==> config.mk <==
export PLATFORM = sky130hd
export DESIGN_NAME = opcode_stream_disassembler
export DESIGN_NICKNAME = d
export VERILOG_FILES = /design/src/osd_pkg.sv /design/src/osd_decode_rom.sv /design/src/osd_record_seq.sv /design/src/opcode_stream_disassembler.sv
export VERILOG_INCLUDE_DIRS = /design/src /design/src/src
export SDC_FILE = /design/constraint.sdc
export NUM_CORES = 1
export LEC_CHECK = 0
export BUFFER_PORTS_ARGS = -buffer_cell sky130_fd_sc_hd__clkbuf_2
export CAP_MARGIN = 20
export CORE_UTILIZATION = 60
export CTS_CLUSTER_SIZE = 30
export DETAILED_ROUTE_END_ITERATION = 6
export PLACE_DENSITY_LB_ADDON = 0.15
export RECOVER_POWER = 25
export SYNTH_ARGS = -nofsm -noshare
export SYNTH_HDL_FRONTEND = slang
export SYNTH_SLANG_ARGS = --single-unit
==> constraint.sdc <==
create_clock -name clk -period 7.9 [get_ports clk]
set_clock_uncertainty 0.2 [all_clocks]
set_input_delay 1.185 -clock clk [delete_from_list [all_inputs] [get_ports clk]]
set_output_delay 1.185 -clock clk [all_outputs]
set_load 0.02 [all_outputs]
==> src/opcode_stream_disassembler_assert.svh <==
// ----------------------------------------------------------------------------
// Opcode stream disassembler - assertion macros
// Shared concurrent assertion forms, clocked on the rising edge and
// disabled while the asynchronous reset is asserted.
// ----------------------------------------------------------------------------
`ifndef OPCODE_STREAM_DISASSEMBLER_ASSERT_SVH
`define OPCODE_STREAM_DISASSEMBLER_ASSERT_SVH

// same-cycle implication
`define OSD_ASSERT_NOW(lbl, clk, rstn, ante, cons, msg) \
	lbl: assert property (@(posedge clk) disable iff (!rstn) (ante) |-> (cons)) \
		else $error(msg);

// next-cycle implication
`define OSD_ASSERT_NEXT(lbl, clk, rstn, ante, cons, msg) \
	lbl: assert property (@(posedge clk) disable iff (!rstn) (ante) |=> (cons)) \
		else $error(msg);

`endif

==> src/osd_pkg.sv <==
// ----------------------------------------------------------------------------
// osd_pkg
// Types, codes and the opcode decode table of the opcode stream disassembler.
// ----------------------------------------------------------------------------
package osd_pkg;

	typedef enum logic [5:0] {
		MN_ADC, MN_AND, MN_ASL, MN_BCC, MN_BCS, MN_BEQ, MN_BIT, MN_BMI,
		MN_BNE, MN_BPL, MN_BRK, MN_BVC, MN_BVS, MN_CLC, MN_CLD, MN_CLI,
		MN_CLV, MN_CMP, MN_CPX, MN_CPY, MN_DEC, MN_DEX, MN_DEY, MN_EOR,
		MN_INC, MN_INX, MN_INY, MN_JMP, MN_JSR, MN_LDA, MN_LDX, MN_LDY,
		MN_LSR, MN_NOP, MN_ORA, MN_PHA, MN_PHP, MN_PLA, MN_PLP, MN_ROL,
		MN_ROR, MN_RTI, MN_RTS, MN_SBC, MN_SEC, MN_SED, MN_SEI, MN_STA,
		MN_STX, MN_STY, MN_TAX, MN_TAY, MN_TSX, MN_TXA, MN_TXS, MN_TYA,
		MN_INVALID
	} mnem_t;

	typedef enum logic [3:0] {
		AM_IMPLIED, AM_IMMED, AM_ACC, AM_REL, AM_ZP, AM_ZPX, AM_ZPY,
		AM_ABS, AM_ABSX, AM_ABSY, AM_IND, AM_INDX, AM_INDY
	} mode_t;

	typedef struct packed {
		logic  legal;
		mnem_t mnem;
		mode_t mode;
	} decode_t;

	typedef struct packed {
		logic [7:0] code_byte;
		logic       run_start;
		logic       run_end;
	} item_t;

	typedef struct packed {
		logic [15:0] opcode_address;
		mnem_t       mnem;
		mode_t       mode;
		logic [15:0] argument;
		logic        truncated;
	} rec_t;

	function automatic logic [1:0] operand_count(input mode_t md);
		logic [1:0] n;
		if (md inside {AM_IMPLIED, AM_ACC}) begin
			n = 2'd0;
		end else if (md inside {[AM_ABS:AM_IND]}) begin
			n = 2'd2;
		end else begin
			n = 2'd1;
		end
		return n;
	endfunction

	function automatic decode_t op_decode(input logic [7:0] op);
		decode_t d;
		case (op)
			8'h69: d = '{1'b1, MN_ADC, AM_IMMED};
			8'h65: d = '{1'b1, MN_ADC, AM_ZP};
			8'h75: d = '{1'b1, MN_ADC, AM_ZPX};
			8'h6d: d = '{1'b1, MN_ADC, AM_ABS};
			8'h7d: d = '{1'b1, MN_ADC, AM_ABSX};
			8'h79: d = '{1'b1, MN_ADC, AM_ABSY};
			8'h61: d = '{1'b1, MN_ADC, AM_INDX};
			8'h71: d = '{1'b1, MN_ADC, AM_INDY};
			8'h29: d = '{1'b1, MN_AND, AM_IMMED};
			8'h25: d = '{1'b1, MN_AND, AM_ZP};
			8'h35: d = '{1'b1, MN_AND, AM_ZPX};
			8'h2d: d = '{1'b1, MN_AND, AM_ABS};
			8'h3d: d = '{1'b1, MN_AND, AM_ABSX};
			8'h39: d = '{1'b1, MN_AND, AM_ABSY};
			8'h21: d = '{1'b1, MN_AND, AM_INDX};
			8'h31: d = '{1'b1, MN_AND, AM_INDY};
			8'h0a: d = '{1'b1, MN_ASL, AM_ACC};
			8'h06: d = '{1'b1, MN_ASL, AM_ZP};
			8'h16: d = '{1'b1, MN_ASL, AM_ZPX};
			8'h0e: d = '{1'b1, MN_ASL, AM_ABS};
			8'h1e: d = '{1'b1, MN_ASL, AM_ABSX};
			8'h90: d = '{1'b1, MN_BCC, AM_REL};
			8'hb0: d = '{1'b1, MN_BCS, AM_REL};
			8'hf0: d = '{1'b1, MN_BEQ, AM_REL};
			8'h24: d = '{1'b1, MN_BIT, AM_ZP};
			8'h2c: d = '{1'b1, MN_BIT, AM_ABS};
			8'h30: d = '{1'b1, MN_BMI, AM_REL};
			8'hd0: d = '{1'b1, MN_BNE, AM_REL};
			8'h10: d = '{1'b1, MN_BPL, AM_REL};
			8'h00: d = '{1'b1, MN_BRK, AM_IMPLIED};
			8'h50: d = '{1'b1, MN_BVC, AM_REL};
			8'h70: d = '{1'b1, MN_BVS, AM_REL};
			8'h18: d = '{1'b1, MN_CLC, AM_IMPLIED};
			8'hd8: d = '{1'b1, MN_CLD, AM_IMPLIED};
			8'h58: d = '{1'b1, MN_CLI, AM_IMPLIED};
			8'hb8: d = '{1'b1, MN_CLV, AM_IMPLIED};
			8'hc9: d = '{1'b1, MN_CMP, AM_IMMED};
			8'hc5: d = '{1'b1, MN_CMP, AM_ZP};
			8'hd5: d = '{1'b1, MN_CMP, AM_ZPX};
			8'hcd: d = '{1'b1, MN_CMP, AM_ABS};
			8'hdd: d = '{1'b1, MN_CMP, AM_ABSX};
			8'hd9: d = '{1'b1, MN_CMP, AM_ABSY};
			8'hc1: d = '{1'b1, MN_CMP, AM_INDX};
			8'hd1: d = '{1'b1, MN_CMP, AM_INDY};
			8'he0: d = '{1'b1, MN_CPX, AM_IMMED};
			8'he4: d = '{1'b1, MN_CPX, AM_ZP};
			8'hec: d = '{1'b1, MN_CPX, AM_ABS};
			8'hc0: d = '{1'b1, MN_CPY, AM_IMMED};
			8'hc4: d = '{1'b1, MN_CPY, AM_ZP};
			8'hcc: d = '{1'b1, MN_CPY, AM_ABS};
			8'hc6: d = '{1'b1, MN_DEC, AM_ZP};
			8'hd6: d = '{1'b1, MN_DEC, AM_ZPX};
			8'hce: d = '{1'b1, MN_DEC, AM_ABS};
			8'hde: d = '{1'b1, MN_DEC, AM_ABSX};
			8'hca: d = '{1'b1, MN_DEX, AM_IMPLIED};
			8'h88: d = '{1'b1, MN_DEY, AM_IMPLIED};
			8'h49: d = '{1'b1, MN_EOR, AM_IMMED};
			8'h45: d = '{1'b1, MN_EOR, AM_ZP};
			8'h55: d = '{1'b1, MN_EOR, AM_ZPX};
			8'h4d: d = '{1'b1, MN_EOR, AM_ABS};
			8'h5d: d = '{1'b1, MN_EOR, AM_ABSX};
			8'h59: d = '{1'b1, MN_EOR, AM_ABSY};
			8'h41: d = '{1'b1, MN_EOR, AM_INDX};
			8'h51: d = '{1'b1, MN_EOR, AM_INDY};
			8'he6: d = '{1'b1, MN_INC, AM_ZP};
			8'hf6: d = '{1'b1, MN_INC, AM_ZPX};
			8'hee: d = '{1'b1, MN_INC, AM_ABS};
			8'hfe: d = '{1'b1, MN_INC, AM_ABSX};
			8'he8: d = '{1'b1, MN_INX, AM_IMPLIED};
			8'hc8: d = '{1'b1, MN_INY, AM_IMPLIED};
			8'h4c: d = '{1'b1, MN_JMP, AM_ABS};
			8'h6c: d = '{1'b1, MN_JMP, AM_IND};
			8'h20: d = '{1'b1, MN_JSR, AM_ABS};
			8'ha9: d = '{1'b1, MN_LDA, AM_IMMED};
			8'ha5: d = '{1'b1, MN_LDA, AM_ZP};
			8'hb5: d = '{1'b1, MN_LDA, AM_ZPX};
			8'had: d = '{1'b1, MN_LDA, AM_ABS};
			8'hbd: d = '{1'b1, MN_LDA, AM_ABSX};
			8'hb9: d = '{1'b1, MN_LDA, AM_ABSY};
			8'ha1: d = '{1'b1, MN_LDA, AM_INDX};
			8'hb1: d = '{1'b1, MN_LDA, AM_INDY};
			8'ha2: d = '{1'b1, MN_LDX, AM_IMMED};
			8'ha6: d = '{1'b1, MN_LDX, AM_ZP};
			8'hb6: d = '{1'b1, MN_LDX, AM_ZPY};
			8'hae: d = '{1'b1, MN_LDX, AM_ABS};
			8'hbe: d = '{1'b1, MN_LDX, AM_ABSY};
			8'ha0: d = '{1'b1, MN_LDY, AM_IMMED};
			8'ha4: d = '{1'b1, MN_LDY, AM_ZP};
			8'hb4: d = '{1'b1, MN_LDY, AM_ZPX};
			8'hac: d = '{1'b1, MN_LDY, AM_ABS};
			8'hbc: d = '{1'b1, MN_LDY, AM_ABSX};
			8'h4a: d = '{1'b1, MN_LSR, AM_ACC};
			8'h46: d = '{1'b1, MN_LSR, AM_ZP};
			8'h56: d = '{1'b1, MN_LSR, AM_ZPX};
			8'h4e: d = '{1'b1, MN_LSR, AM_ABS};
			8'h5e: d = '{1'b1, MN_LSR, AM_ABSX};
			8'hea: d = '{1'b1, MN_NOP, AM_IMPLIED};
			8'h09: d = '{1'b1, MN_ORA, AM_IMMED};
			8'h05: d = '{1'b1, MN_ORA, AM_ZP};
			8'h15: d = '{1'b1, MN_ORA, AM_ZPX};
			8'h0d: d = '{1'b1, MN_ORA, AM_ABS};
			8'h1d: d = '{1'b1, MN_ORA, AM_ABSX};
			8'h19: d = '{1'b1, MN_ORA, AM_ABSY};
			8'h01: d = '{1'b1, MN_ORA, AM_INDX};
			8'h11: d = '{1'b1, MN_ORA, AM_INDY};
			8'h48: d = '{1'b1, MN_PHA, AM_IMPLIED};
			8'h08: d = '{1'b1, MN_PHP, AM_IMPLIED};
			8'h68: d = '{1'b1, MN_PLA, AM_IMPLIED};
			8'h28: d = '{1'b1, MN_PLP, AM_IMPLIED};
			8'h2a: d = '{1'b1, MN_ROL, AM_ACC};
			8'h26: d = '{1'b1, MN_ROL, AM_ZP};
			8'h36: d = '{1'b1, MN_ROL, AM_ZPX};
			8'h2e: d = '{1'b1, MN_ROL, AM_ABS};
			8'h3e: d = '{1'b1, MN_ROL, AM_ABSX};
			8'h6a: d = '{1'b1, MN_ROR, AM_ACC};
			8'h66: d = '{1'b1, MN_ROR, AM_ZP};
			8'h76: d = '{1'b1, MN_ROR, AM_ZPX};
			8'h6e: d = '{1'b1, MN_ROR, AM_ABS};
			8'h7e: d = '{1'b1, MN_ROR, AM_ABSX};
			8'h40: d = '{1'b1, MN_RTI, AM_IMPLIED};
			8'h60: d = '{1'b1, MN_RTS, AM_IMPLIED};
			8'he9: d = '{1'b1, MN_SBC, AM_IMMED};
			8'he5: d = '{1'b1, MN_SBC, AM_ZP};
			8'hf5: d = '{1'b1, MN_SBC, AM_ZPX};
			8'hed: d = '{1'b1, MN_SBC, AM_ABS};
			8'hfd: d = '{1'b1, MN_SBC, AM_ABSX};
			8'hf9: d = '{1'b1, MN_SBC, AM_ABSY};
			8'he1: d = '{1'b1, MN_SBC, AM_INDX};
			8'hf1: d = '{1'b1, MN_SBC, AM_INDY};
			8'h38: d = '{1'b1, MN_SEC, AM_IMPLIED};
			8'hf8: d = '{1'b1, MN_SED, AM_IMPLIED};
			8'h78: d = '{1'b1, MN_SEI, AM_IMPLIED};
			8'h85: d = '{1'b1, MN_STA, AM_ZP};
			8'h95: d = '{1'b1, MN_STA, AM_ZPX};
			8'h8d: d = '{1'b1, MN_STA, AM_ABS};
			8'h9d: d = '{1'b1, MN_STA, AM_ABSX};
			8'h99: d = '{1'b1, MN_STA, AM_ABSY};
			8'h81: d = '{1'b1, MN_STA, AM_INDX};
			8'h91: d = '{1'b1, MN_STA, AM_INDY};
			8'h86: d = '{1'b1, MN_STX, AM_ZP};
			8'h96: d = '{1'b1, MN_STX, AM_ZPY};
			8'h8e: d = '{1'b1, MN_STX, AM_ABS};
			8'h84: d = '{1'b1, MN_STY, AM_ZP};
			8'h94: d = '{1'b1, MN_STY, AM_ZPX};
			8'h8c: d = '{1'b1, MN_STY, AM_ABS};
			8'haa: d = '{1'b1, MN_TAX, AM_IMPLIED};
			8'ha8: d = '{1'b1, MN_TAY, AM_IMPLIED};
			8'hba: d = '{1'b1, MN_TSX, AM_IMPLIED};
			8'h8a: d = '{1'b1, MN_TXA, AM_IMPLIED};
			8'h9a: d = '{1'b1, MN_TXS, AM_IMPLIED};
			8'h98: d = '{1'b1, MN_TYA, AM_IMPLIED};
			default: d = '{1'b0, MN_INVALID, AM_IMPLIED};
		endcase
		return d;
	endfunction

endpackage

==> src/osd_decode_rom.sv <==
// ----------------------------------------------------------------------------
// osd_decode_rom
// 256-entry opcode decode ROM with a registered read port.
// ----------------------------------------------------------------------------
module osd_decode_rom (
	input  logic             clk,
	input  logic             rd_en,
	input  logic [7:0]       rd_addr,
	output osd_pkg::decode_t rd_data
);

	always_ff @(posedge clk) begin
		if (rd_en) begin
			rd_data <= osd_pkg::op_decode(rd_addr);
		end
	end

endmodule

==> src/osd_record_seq.sv <==
// ----------------------------------------------------------------------------
// osd_record_seq
// Operand byte sequencer and result register: gathers operand bytes behind
// each decoded opcode and emits complete or truncated records.
// ----------------------------------------------------------------------------
`include "opcode_stream_disassembler_assert.svh"

module osd_record_seq (
	input  logic             clk,
	input  logic             arst_n,
	input  logic [15:0]      start_address,
	input  logic             valid_s1,
	input  osd_pkg::item_t   item_s1,
	input  osd_pkg::decode_t dec_s1,
	output logic             advance,
	output logic             rec_valid,
	input  logic             rec_stall,
	output osd_pkg::rec_t    rec
);

	logic [1:0]     pending_q;
	osd_pkg::mnem_t held_mn_q;
	osd_pkg::mode_t held_mode_q;
	logic [7:0]     held_low_q;
	logic [15:0]    next_addr_q;
	logic [15:0]    held_addr_q;

	logic [1:0]     pend_eff;
	logic [15:0]    addr;
	logic [1:0]     n_ops;
	logic           emit;
	osd_pkg::rec_t  rec_d;
	logic [1:0]     pending_d;
	osd_pkg::mnem_t held_mn_d;
	osd_pkg::mode_t held_mode_d;
	logic [7:0]     held_low_d;
	logic [15:0]    held_addr_d;

	logic           out_valid_q;
	osd_pkg::rec_t  rec_q;

	assign advance   = !out_valid_q || !rec_stall;
	assign rec_valid = out_valid_q;
	assign rec       = rec_q;

	always_comb begin
		pend_eff    = item_s1.run_start ? 2'd0 : pending_q;
		addr        = item_s1.run_start ? start_address : next_addr_q;
		n_ops       = osd_pkg::operand_count(dec_s1.mode);
		emit        = 1'b0;
		pending_d   = 2'd0;
		held_mn_d   = held_mn_q;
		held_mode_d = held_mode_q;
		held_low_d  = held_low_q;
		held_addr_d = held_addr_q;
		rec_d.opcode_address = held_addr_q;
		rec_d.mnem           = held_mn_q;
		rec_d.mode           = held_mode_q;
		rec_d.argument       = {8'h00, item_s1.code_byte};
		rec_d.truncated      = 1'b0;
		case (pend_eff)
			2'd2: begin
				held_low_d = item_s1.code_byte;
				if (item_s1.run_end) begin
					emit            = 1'b1;
					rec_d.truncated = 1'b1;
				end else begin
					pending_d = 2'd1;
				end
			end
			2'd1: begin
				emit = 1'b1;
				if (osd_pkg::operand_count(held_mode_q) == 2'd2) begin
					rec_d.argument = {item_s1.code_byte, held_low_q};
				end
			end
			default: begin
				held_addr_d          = addr;
				rec_d.opcode_address = addr;
				rec_d.mnem           = dec_s1.mnem;
				rec_d.mode           = dec_s1.mode;
				if (!dec_s1.legal) begin
					emit = 1'b1;
				end else if (n_ops == 2'd0) begin
					emit           = 1'b1;
					rec_d.argument = 16'h0000;
				end else begin
					held_mn_d      = dec_s1.mnem;
					held_mode_d    = dec_s1.mode;
					held_low_d     = 8'h00;
					rec_d.argument = 16'h0000;
					if (item_s1.run_end) begin
						emit            = 1'b1;
						rec_d.truncated = 1'b1;
					end else begin
						pending_d = n_ops;
					end
				end
			end
		endcase
	end

	always_ff @(posedge clk or negedge arst_n) begin
		if (!arst_n) begin
			pending_q   <= 2'd0;
			held_mn_q   <= osd_pkg::MN_ADC;
			held_mode_q <= osd_pkg::AM_IMPLIED;
			held_low_q  <= 8'h00;
			next_addr_q <= 16'h0000;
			held_addr_q <= 16'h0000;
		end else if (valid_s1 && advance) begin
			pending_q   <= pending_d;
			held_mn_q   <= held_mn_d;
			held_mode_q <= held_mode_d;
			held_low_q  <= held_low_d;
			next_addr_q <= addr + 16'd1;
			held_addr_q <= held_addr_d;
		end
	end

	always_ff @(posedge clk or negedge arst_n) begin
		if (!arst_n) begin
			out_valid_q <= 1'b0;
		end else if (advance) begin
			out_valid_q <= valid_s1 && emit;
		end
	end

	always_ff @(posedge clk) begin
		if (advance && valid_s1 && emit) begin
			rec_q <= rec_d;
		end
	end

	`OSD_ASSERT_NOW(a_invalid_is_plain, clk, arst_n,
		out_valid_q && rec_q.mnem == osd_pkg::MN_INVALID,
		rec_q.mode == osd_pkg::AM_IMPLIED && !rec_q.truncated,
		"invalid opcode record carries a mode or truncation")
	`OSD_ASSERT_NEXT(a_last_operand_emits, clk, arst_n,
		valid_s1 && advance && pend_eff == 2'd1,
		out_valid_q,
		"last operand byte did not produce a record")
	`OSD_ASSERT_NOW(a_two_pending_abs, clk, arst_n,
		pending_q == 2'd2,
		osd_pkg::operand_count(held_mode_q) == 2'd2,
		"two bytes pending for a one-operand mode")
	`OSD_ASSERT_NOW(a_pending_range, clk, arst_n,
		pending_q != 2'd0,
		pending_q != 2'd3 && held_mn_q != osd_pkg::MN_INVALID,
		"operand wait without a legal opcode")

endmodule

==> src/opcode_stream_disassembler.sv <==
// ----------------------------------------------------------------------------
// opcode_stream_disassembler
// Splits a 6502 code byte stream into instruction records.
//
//   channel  direction  handshake               payload
//   byte     in         byte_valid / byte_stall code_byte, run_start, run_end
//   rec      out        rec_valid / rec_stall   opcode_address, mnemonic,
//                                               address_mode, argument, truncated
//   cfg      in         cfg_valid / cfg_ready   cfg_data (start_address)
//
// One byte per cycle sustained while rec_stall is low; a record's last byte and
// its ROM decode are registered in stage 1 at its transfer, and the record then
// passes to the result register when stage 1 advances.
// Reset clears the sequencer, the pipeline and start_address.
// rec_stall holds the result register and, while stage 1 and the result
// register are both full, reaches byte_stall in the same cycle. cfg_ready is
// always high.
// ----------------------------------------------------------------------------
module opcode_stream_disassembler (
	input  logic        clk,
	input  logic        arst_n,
	input  logic        byte_valid,
	output logic        byte_stall,
	input  logic [7:0]  code_byte,
	input  logic        run_start,
	input  logic        run_end,
	output logic        rec_valid,
	input  logic        rec_stall,
	output logic [15:0] opcode_address,
	output logic [5:0]  mnemonic,
	output logic [3:0]  address_mode,
	output logic [15:0] argument,
	output logic        truncated,
	input  logic        cfg_valid,
	output logic        cfg_ready,
	input  logic [15:0] cfg_data
);

	logic             accept;
	logic             advance;
	logic             valid_s1;
	osd_pkg::item_t   item_s1;
	osd_pkg::decode_t dec_s1;
	osd_pkg::rec_t    rec;
	logic [15:0]      start_q;

	assign cfg_ready  = 1'b1;
	assign byte_stall = valid_s1 && !advance;
	assign accept     = byte_valid && !byte_stall;

	always_ff @(posedge clk or negedge arst_n) begin
		if (!arst_n) begin
			start_q <= 16'h0000;
		end else if (cfg_valid && cfg_ready) begin
			start_q <= cfg_data;
		end
	end

	always_ff @(posedge clk or negedge arst_n) begin
		if (!arst_n) begin
			valid_s1 <= 1'b0;
		end else if (!byte_stall) begin
			valid_s1 <= byte_valid;
		end
	end

	always_ff @(posedge clk) begin
		if (accept) begin
			item_s1 <= '{code_byte, run_start, run_end};
		end
	end

	osd_decode_rom u_rom (
		.clk     (clk),
		.rd_en   (accept),
		.rd_addr (code_byte),
		.rd_data (dec_s1)
	);

	osd_record_seq u_seq (
		.clk           (clk),
		.arst_n        (arst_n),
		.start_address (start_q),
		.valid_s1      (valid_s1),
		.item_s1       (item_s1),
		.dec_s1        (dec_s1),
		.advance       (advance),
		.rec_valid     (rec_valid),
		.rec_stall     (rec_stall),
		.rec           (rec)
	);

	assign opcode_address = rec.opcode_address;
	assign mnemonic       = rec.mnem;
	assign address_mode   = rec.mode;
	assign argument       = rec.argument;
	assign truncated      = rec.truncated;

endmodule
==> run summary <==
For the pin with the worst max-slew slack, the measured transition is 3.88 ns. The number of buffer cells added on primary ports was 75; the endpoint arrival time on the critical path was 5.44 ns. The final reports fail on capacitance limit, slew limit. The number of buffers added by the clock tree synthesis step was 17; the final setup violation count was 0. Along the worst path, the maximum fanout reaches 62. In the final layout, flip-flops and latches occupy 3670 sq um. The run finished, with violations left. The total area of multi-input combinational cells was 3820 sq um; the global-route met2 utilization was 46.1%.

After floorplanning, the core was divided into 41 placement rows. At the later pin of the worst-skew pair, clock insertion delay measures 0.42 ns. Synthesis inferred 134 register bits. The run gives 0 as the number of hold buffers added after cts.

The top cell types in the final layout, fill and taps aside, are nand2_1 (79), dfrtp_1 (70), a21oi_1 (67), clkbuf_2 (66), edfxtp_1 (64). After floorplanning, the core was sized to cover 12,700 sq um. For this run, the total global-route usage over all layers was measured as 30.5%. The logs give 0 for the final number of hold-violating endpoints and 31.4 mm for the wire length of the first global-routing pass. The count of boundary I/O pins is 77.

Aggregate routed wire length: 19.6 mm. After synthesis, the mean cell area works out to 9.89 sq um. After routing, the total negative slack on setup checks comes to 0 ns. The worst register-to-register path has a depth of 10. In this run the cell area of the synthesized design comes to 7860 sq um.

The global routing's busiest layer was met2. For this design, the sink count on the clock tree is 134. The tools report the global route total overflow as 0. Die extent in y: 116 um. Effective utilization at floorplan: 61.8%.

TritonCTS built the clock tree. Root buffer selected by CTS: clkbuf_16. The tools report the critical path endpoint category as a flip-flop. The logs give 13,600 sq um for the area of the die and 0 for the number of instances resized during post-cts repair. Setup repair after global routing left no endpoint under its margin. Count of cell types in the netlist: 83. The remaining design rule violation count was 0. The tools report the startpoint of the most critical register-to-register path as item_s1[1]$_DFFE_PP_. Following the worst setup path forward leads to its endpoint at u_rom.rd_data[5]$_DFFE_PP_. The number of max-slew violations in the final report is 281. The worst register-to-register path has a setup slack of 4.75 ns. The area growth from synthesis to layout is 11.1%. STA classifies the critical path startpoint as an input port. Clock-pin slew was measured on the worst setup and hold paths at 0.06 ns. The detailed-route wire length per cell came out at 19.2 um. The congestion estimate from routability-driven global placement came to 0.968. The number of nets handed over by synthesis was 834. For this run, the top clock speed supported by timing is 183 MHz. After synthesis, the cell types taking the most area are edfxtp_1 (24%), dfrtp_1 (22%), mux2_2 (6.6%), a21oi_1 (4.3%), o21ai_0 (3.8%). The half-perimeter wire length after placement is 12.8 mm.

Across the VDD grid, the largest voltage drop is 0.238 mV. The initial antenna violation count is 0, and the leakage power summed over all cells is 0.00347 uW. The routed layout has 6,508 vias. The H-tree was split into 4 levels. The share of the Yosys chip area taken by registers is 46.7%. The share of synthesized flip-flops with an asynchronous set or reset is 52.2%. In this run the power density over the cells is 284 nW/um^2. Entering global routing, the biggest net connects 71 pins. The run gives 874 as the layout net count. The mean number of vias per cell was 6.38; the count of antenna diodes in the layout was 0. Once layout is complete, the utilization of the core stands at 68.6%. The worst register-to-register path ends at u_seq.rec[3]$_DFFE_PP_. Dividing the final minimum period by the clock period gives 69.2%. The number of setup buffers added after CTS is 0. Met3 capacity usage during global routing: 9.03%. Counting along the longest clock path gives a buffer depth of 2. The remaining number of nets flagged by the antenna check after routing is 0. The shortest period the worst path allows was 5.46 ns; the worst slew margin relative to its limit was -159%. For the number of violations of the max-capacitance limit, the log shows 5. The synthesized design contains 64 enable-type register cells. For the synthesized instance count, the log shows 795. The startpoint of the worst setup timing path is code_byte[4].

The largest total area in the synthesized netlist belongs to edfxtp_1. The Yosys step of the flow raised 0 warnings. The number of global-route vias before repair is 6,091, and the layout filler cell count is 990. The class of the most critical hold timing path was reg2reg. For the worst hold slack, the log shows 0.276 ns. For this run, global-route usage on met1 was measured as 41.4%. For this run, the leading register cell type out of synthesis is dfrtp_1. The library cell used most frequently in the layout, excluding fill and tap cells, is nand2_1. Cells with a size suffix above 1 make up 19.9% of the layout. The top cell type by area accounts for 24.4% of the synthesized area.

The first detailed-routing pass ran for 5 iterations. The critical path is of the in2reg type. The count of routing violations after the opening detailed-route iteration was 882; the data required time of the critical path was 7.87 ns. From left edge to right edge, the die measures 116 um.
[worst max-delay path, stage by stage]
cell and delay (ns):
clkbuf_2 0.07, clkbuf_1 1.86, clkinv_1 1.13, o211ai_1 0.40
o311ai_0 0.23, o311a_1 0.24, a311o_1 0.31
[routing by layer]
layer | vias to the layer above | share of wire [%]
li1 | 3031 | -
met1 | 3110 | 44
met2 | 327 | 47
met3 | 40 | 7.6
met4 | 0 | 1.9
met5 | - | 0
[sequential cells by signal, indices dropped and copies added (netlist names), 6 cells and up]
| name | flops |
|---|---|
| u_seq.held_addr_q | 16 |
| u_seq.rec | 43 |
| start_q | 16 |
| u_seq.held_mn_q | 6 |
| item_s1 | 10 |
| u_rom.rd_data | 11 |
| u_seq.held_low_q | 8 |
| u_seq.next_addr_q | 16 |
[synth_stat cells, types with 3 or more instances]
library cell and count:
nand2_1 79, dfrtp_1 70, a21oi_1 67, edfxtp_1 64, nor2_1 63, o21ai_0 60, mux2_2 46, clkbuf_1 25
buf_2 23, mux2i_1 21, nor3_1 19, nor2b_1 17, nand3_1 15, inv_1 13, a211oi_1 11, and2_1 11
nand2b_1 11, a21boi_0 10, xnor2_1 10, o211ai_1 9, ha_1 8, a22oi_1 7, a31oi_1 7, nand4_1 7
a311oi_1 6, buf_1 6, a221oi_1 5, buf_4 5, nand4b_1 5, nor4_1 5, o31ai_1 5, a2111oi_0 4
a21o_1 4, buf_6 4, o311ai_0 4, nand3b_1 3, o2111ai_1 3, o221ai_1 3
[worst min-delay path by stage]
| stage | from | endpoint | slack (ns) | cells past startpoint |
|---|---|---|---|---|
| after global routing | u_seq.next_addr_q[8]$_DFFE_PN0P_ | u_seq.next_addr_q[8]$_DFFE_PN0P_ | 0.30 | 2 |
| final | u_seq.held_low_q[7]$_DFFE_PN0P_ | u_seq.held_low_q[7]$_DFFE_PN0P_ | 0.28 | 2 |
| after detailed placement | u_seq.held_low_q[7]$_DFFE_PN0P_ | u_seq.held_low_q[7]$_DFFE_PN0P_ | 0.27 | 2 |
| after floorplan | u_seq.held_low_q[0]$_DFFE_PN0P_ | u_seq.held_low_q[0]$_DFFE_PN0P_ | 0.24 | 2 |
| after CTS | u_seq.held_low_q[7]$_DFFE_PN0P_ | u_seq.held_low_q[7]$_DFFE_PN0P_ | 0.28 | 2 |
| after global placement | u_seq.held_low_q[5]$_DFFE_PN0P_ | u_seq.held_low_q[5]$_DFFE_PN0P_ | 0.26 | 2 |
[per-stage QoR]
stage	power [uW]	setup slack (ns)	instances	area, sq um
after floorplan	1570	2.35	795	7860
after global placement	1720	3.77	987	8200
after detailed placement	1760	3.70	987	8200
after CTS	2480	4.16	1019	8740
after global routing	2610	2.12	1020	8730
final	2480	2.44	1020	8730
[cells by family after synthesis]
logic type | share of synthesized area (%)
other | 0.0477
AOI/OAI and AO/OA | 19.9
adders and majority gates | 1.27
buffers and inverters | 4.76
xor gates and xnor gates | 1.34
and+or+nand+nor | 16.3
muxes | 9.72
DFF | 46.7
[cell type report]
type / instances / area share [%]
Clock buffer: 25 / 5.67
Multi-Input combinational cell: 582 / 43.7
Clock inverter: 7 / 0.487
Tap cell: 172 / 2.46
Sequential cell: 134 / 42.1
Timing Repair Buffer: 84 / 4.87
Inverter: 16 / 0.688
[report_power, final]
group          internal, uW  total (uW)  switching [uW]
sequential              949        1070             120
clock                   434         717             283
combinational           268         694             426
total                  1650        2480             829
(Power assumes the default switching activity.)
